File: src/hdl/bfp_pkg.sv
`timescale 1ns / 1ps
// ----------------------------------------------------------------------------
// Bit field packer/unpacker package
// Command and status codes, field size constants and the command/status
// bundles passed between the controller and the datapath.
// ----------------------------------------------------------------------------
package bfp_pkg;

  // Field size limits
  localparam int MAX_FIELD_BITS = 32;
  localparam int LEN_BITS       = 5;
  // Largest self-sized field: 5-bit length plus 31 value bits
  localparam int VAR_MAX_BITS   = 36;
  // Bytes one field can touch: 7 bits of offset plus VAR_MAX_BITS
  localparam int FIELD_BYTES    = 6;

  // Input item layout on s_tdata
  localparam int IN_TDATA_W     = 80;

  // Command codes
  localparam logic [3:0] CMD_WRITE     = 4'd0;
  localparam logic [3:0] CMD_READ      = 4'd1;
  localparam logic [3:0] CMD_WRITE_FOR = 4'd2;
  localparam logic [3:0] CMD_READ_FOR  = 4'd3;
  localparam logic [3:0] CMD_WRITE_VAR = 4'd4;
  localparam logic [3:0] CMD_READ_VAR  = 4'd5;
  localparam logic [3:0] CMD_ALIGN     = 4'd6;
  localparam logic [3:0] CMD_REWIND    = 4'd7;
  localparam logic [3:0] CMD_TO_END    = 4'd8;
  localparam logic [3:0] CMD_CLEAR     = 4'd9;

  // Status codes
  localparam logic [1:0] ST_OK        = 2'd0;
  localparam logic [1:0] ST_PAST_FILL = 2'd1;
  localparam logic [1:0] ST_FULL      = 2'd2;

  // Controller to datapath strobes
  typedef struct packed {
    logic load;     // latch the input item
    logic decode;   // register field widths
    logic check;    // register bounds check and write word
    logic rd_old;   // read the first byte for a merge
    logic wr;       // write one store byte
    logic rd;       // read one store byte
    logic extract;  // register the read field
    logic commit;   // update cursors and load the result item
  } bfp_cmd_t;

  // Datapath to controller status
  typedef struct packed {
    logic chk_err;    // field does not fit
    logic span_zero;  // field touches no byte
    logic is_write;
    logic is_read;
    logic bit_nz;     // cursor sits inside a byte
    logic cnt_last;   // byte counter on the last byte
  } bfp_stat_t;

endpackage

File: src/hdl/bfp_ctrl.sv
`timescale 1ns / 1ps
// ----------------------------------------------------------------------------
// Bit field packer/unpacker controller
// Sequences decode, bounds check, byte reads and writes and result commit,
// and owns the input and output handshakes.
// ----------------------------------------------------------------------------
module bfp_ctrl (
  input  logic               clk,
  input  logic               rst,
  input  logic               s_tvalid,
  output logic               s_tready,
  output logic               m_tvalid,
  input  logic               m_tready,
  input  bfp_pkg::bfp_stat_t stat,
  output bfp_pkg::bfp_cmd_t  cmd
);

  typedef enum logic [8:0] {
    S_IDLE    = 9'b000000001,
    S_DECODE  = 9'b000000010,
    S_CHECK   = 9'b000000100,
    S_RD_OLD  = 9'b000001000,
    S_WRITE   = 9'b000010000,
    S_READ    = 9'b000100000,
    S_DRAIN   = 9'b001000000,
    S_EXTRACT = 9'b010000000,
    S_FINISH  = 9'b100000000
  } state_t;

  state_t state, state_next;
  logic   out_valid, out_valid_next;

  // Next state and strobes
  always_comb begin
    state_next = state;
    cmd        = '0;
    case (state)
      S_IDLE: begin
        if (s_tvalid) begin
          cmd.load   = 1'b1;
          state_next = S_DECODE;
        end
      end
      S_DECODE: begin
        cmd.decode = 1'b1;
        state_next = S_CHECK;
      end
      S_CHECK: begin
        cmd.check = 1'b1;
        if ((!stat.is_write && !stat.is_read) || stat.chk_err || stat.span_zero) begin
          state_next = S_FINISH;
        end else if (stat.is_write) begin
          state_next = stat.bit_nz ? S_RD_OLD : S_WRITE;
        end else begin
          state_next = S_READ;
        end
      end
      S_RD_OLD: begin
        cmd.rd_old = 1'b1;
        state_next = S_WRITE;
      end
      S_WRITE: begin
        cmd.wr = 1'b1;
        if (stat.cnt_last) begin
          state_next = S_FINISH;
        end
      end
      S_READ: begin
        cmd.rd = 1'b1;
        if (stat.cnt_last) begin
          state_next = S_DRAIN;
        end
      end
      S_DRAIN: begin
        state_next = S_EXTRACT;
      end
      S_EXTRACT: begin
        cmd.extract = 1'b1;
        state_next  = S_FINISH;
      end
      S_FINISH: begin
        if (!out_valid || m_tready) begin
          cmd.commit = 1'b1;
          state_next = S_IDLE;
        end
      end
      default: begin
        state_next = S_IDLE;
      end
    endcase
  end

  // Hold the result item until it is taken
  always_comb begin
    if (cmd.commit) begin
      out_valid_next = 1'b1;
    end else if (m_tready) begin
      out_valid_next = 1'b0;
    end else begin
      out_valid_next = out_valid;
    end
  end

  always_ff @(posedge clk) begin
    if (rst) begin
      state     <= S_IDLE;
      out_valid <= 1'b0;
    end else begin
      state     <= state_next;
      out_valid <= out_valid_next;
    end
  end

  assign s_tready = (state == S_IDLE);
  assign m_tvalid = out_valid;

endmodule

File: config.mk
export PLATFORM = sky130hd
export DESIGN_NAME = bfp_ctrl
export DESIGN_NICKNAME = d
export VERILOG_FILES = /design/src/hdl/bfp_pkg.sv /design/src/hdl/bfp_ctrl.sv
export SDC_FILE = /design/constraint.sdc
export NUM_CORES = 1
export LEC_CHECK = 0
export ABC_AREA = 1
export BUFFER_PORTS_ARGS = -buffer_cell sky130_fd_sc_hd__buf_2
export CORE_MARGIN = 3
export CORE_UTILIZATION = 45
export CTS_CLUSTER_SIZE = 25
export DETAILED_ROUTE_END_ITERATION = 7
export GPL_ROUTABILITY_DRIVEN = 0
export PLACE_DENSITY = 0.67
export SLEW_MARGIN = 20
export SYNTH_ARGS = -nofsm -noshare
export SYNTH_HDL_FRONTEND = slang
export SYNTH_SLANG_ARGS = --single-unit
File: constraint.sdc
create_clock -name clk -period 2.4 [get_ports clk]
set_input_delay 0.12 -clock clk [delete_from_list [all_inputs] [get_ports clk]]
set_output_delay 0.12 -clock clk [all_outputs]
set_load 0.01 [all_outputs]
==> flow_summary.json <==
{
  "cts_inserted_buffers": 3,
  "outcome": "completed",
  "drcViolationCount": 0,
  "cts_max_level": 1,
  "pwr-share-seq_pct": 40.6,
  "synth_cells": 118,
  "final_antenna_net_count": 0,
  "cts_sinks": 10,
  "synth-seq-cells": 10,
  "grt_pass1_vias": 614,
  "antenna_found_initial": 0,
  "clkTransAtPathRegs_ns": 0.07,
  "slew_headroom_pct": 81.91,
  "die-area_um2": 2012,
  "fp.dieH_um": 44.86,
  "layout_common_cells": "nor2_1 (25), nand2_1 (25), inv_1 (22), buf_2 (19), nand3_1 (13)",
  "wirelength_um": 1570,
  "rsz0062_at_grt": "false",
  "grt_pass1_wl_um": 2642,
  "hpwl_um": 1313,
  "first_pass_iters": 4,
  "yosys_warnings": 0,
  "end_kind": "output pin",
  "final.setup.tns_ns": 0,
  "postCtsHoldBufs": 0,
  "cp_slowest_cell": "dfxtp_1",
  "grt.overflow.total": 0,
  "fp.dieW_um": 44.86,
  "critPathLaunchType": "flip-flop",
  "wl_per_cell_um": 10.19,
  "arrival_ns": 1.34,
  "diodes": 0,
  "first_iter_violations": 18,
  "start_util_pct": 50.32,
  "drv_slew": 0,
  "ys_seq_area_share_pct": 29.47,
  "comb_power_share_pct": 34.4,
  "cp_max_fo": 4,
  "area_growth_pct": 18.97,
  "slowest_delay_ns": 0.33,
  "ctsRootBufferMaster": "clkbuf_4",
  "grt_max_degree": 8,
  "drive_above_1_share_pct": 27.34,
  "finalHoldWorstSlack_ns": 0.1192,
  "switchingPower_uw": 171.4,
  "tightest_slew_ns": 0.2685,
  "ctsResizeCount": 0,
  "rows": 13,
  "finalNetCount": 151,
  "num_vias": 730,
  "avgSynthCellArea_um2": 5.758,
  "port_buffers": 19,
  "io_pins": 20,
  "crit_family": "simple AND/OR/NAND/NOR gates",
  "p_sw_share_pct": 36.89,
  "via_per_inst": 4.740,
  "p_per_area_nw_per_um2": 574.7,
  "maxCapViolations": 0,
  "crit_buf_inv": 2,
  "max_freq_mhz": 684.5,
  "cts_tree": "built",
  "leakagePower_uw": 0.0005132,
  "hold_path_class": "in -> reg",
  "clock_power_share_pct": 25.0,
  "p_int_uw": 293.1,
  "clk_latency_ns": 0.26,
  "setup_violations": 0,
  "netlist_area_um2": 679.4,
  "yosysUniqueCellTypes": 14,
  "finClkSkew_ns": 0.003833,
  "syn-num-nets": 128,
  "hold_viol": 0,
  "critPathRequiredTime_ns": 2.28,
  "post_cts_buffers": 0,
  "path_common_cell": "nor2_1",
  "peakVddDrop_mv": 0.4185,
  "core_area_um2": 1350,
  "cts.path.max_buffers": 2,
  "crit_chain": "nor2_1 -> nand2_2 -> nor2_1 -> nand2_1 -> inv_1 -> buf_2",
  "period_share_pct": 60.87,
  "fin_crit_ns": 1.461,
  "grt_use_total_pct": 18.06,
  "crit_type": "reg -> out"
}
-- routing by layer --
layer	share of wire, %	track usage [%]
met1	51	25.73
met3	4.6	2.390
met5	0	0
met2	42	27.51
met4	1.6	7.018
-- logic make-up (layout without fill, tap and decap cells) --
group                  count (synthesis)  after routing  synth area share, %
buffers and inverters                 26             47                14.92
AND/OR/NAND/NOR                       77             77                51.93
flip-flops                            10             10                29.47
AO/OA/AOI/OAI                          5              5                3.683
-- Yosys cell counts (all sizes together) --
master,n,area share [%]
inv,25,14
nor2,34,24
o21ai,2,1.5
nor3,1,0.74
nand2,28,17
a21oi,3,2.2
dfxtp,10,29
buf,1,1.1
nand3,14,11
-- flip-flops by register name (all words and copies together), names as in the netlist --
name,cells
m_tvalid,1
state,9
-- final cells by class --
class	instances	area, um2
Clock buffer	3	22.52
Fill cell	140	541.8
Inverter	25	93.84
Multi-Input combinational cell	82	377.9
Sequential cell	10	200.2
Tap cell	15	18.77
Timing Repair Buffer	19	95.09
-- through the flow --
step / area [um2] / power, uW / setup WS, ns / std cells / utilization (%)
2_1_floorplan: 679.4 / 306.5 / 1.221 / 118 / -
3_3_place_gp: 785.8 / 350.6 / 1.113 / 151 / 58.20
3_5_place_dp: 785.8 / 350.8 / 1.101 / 151 / 58.20
4_1_cts: 808.3 / 467.2 / 0.9766 / 154 / 59.87
5_1_grt: 808.3 / 495.6 / 0.8233 / 154 / 59.87
6_report: 808.3 / 464.5 / 0.9390 / 154 / 59.87
-- power by group through the flow --
stage	registers [uW]	clock network, uW	logic [uW]
floorplan	190	0	117
global placement	193	0	158
detailed placement	192	0	159
CTS	188	119	159
global route	190	124	182
finish	189	116	160
-- worst register-to-register path: stages (launching register included) --
cell and delay (ns):
dfxtp_1 0.33, nor2_1 0.16, nand2_2 0.11, nor2_2 0.13, nand2_1 0.12, nand2_1 0.08, nor2_1 0.04, nand2_1 0.07
nand2_1 0.04, o21ai_0 0.07, nand2_1 0.06
-- path summary, 6_finish.rpt --
path / start / endpoint / slack, ns / cells after the start
worst max-delay path: state[5] / s_tready / 0.94 / 6
worst min-delay path: stat[1] / state[3] / 0.12 / 3
worst max register to register: state[5] / state[0] / 1.08 / 10
worst min register to register: state[0] / state[0] / 0.56 / 2
Power figures use the tool's default switching activity.
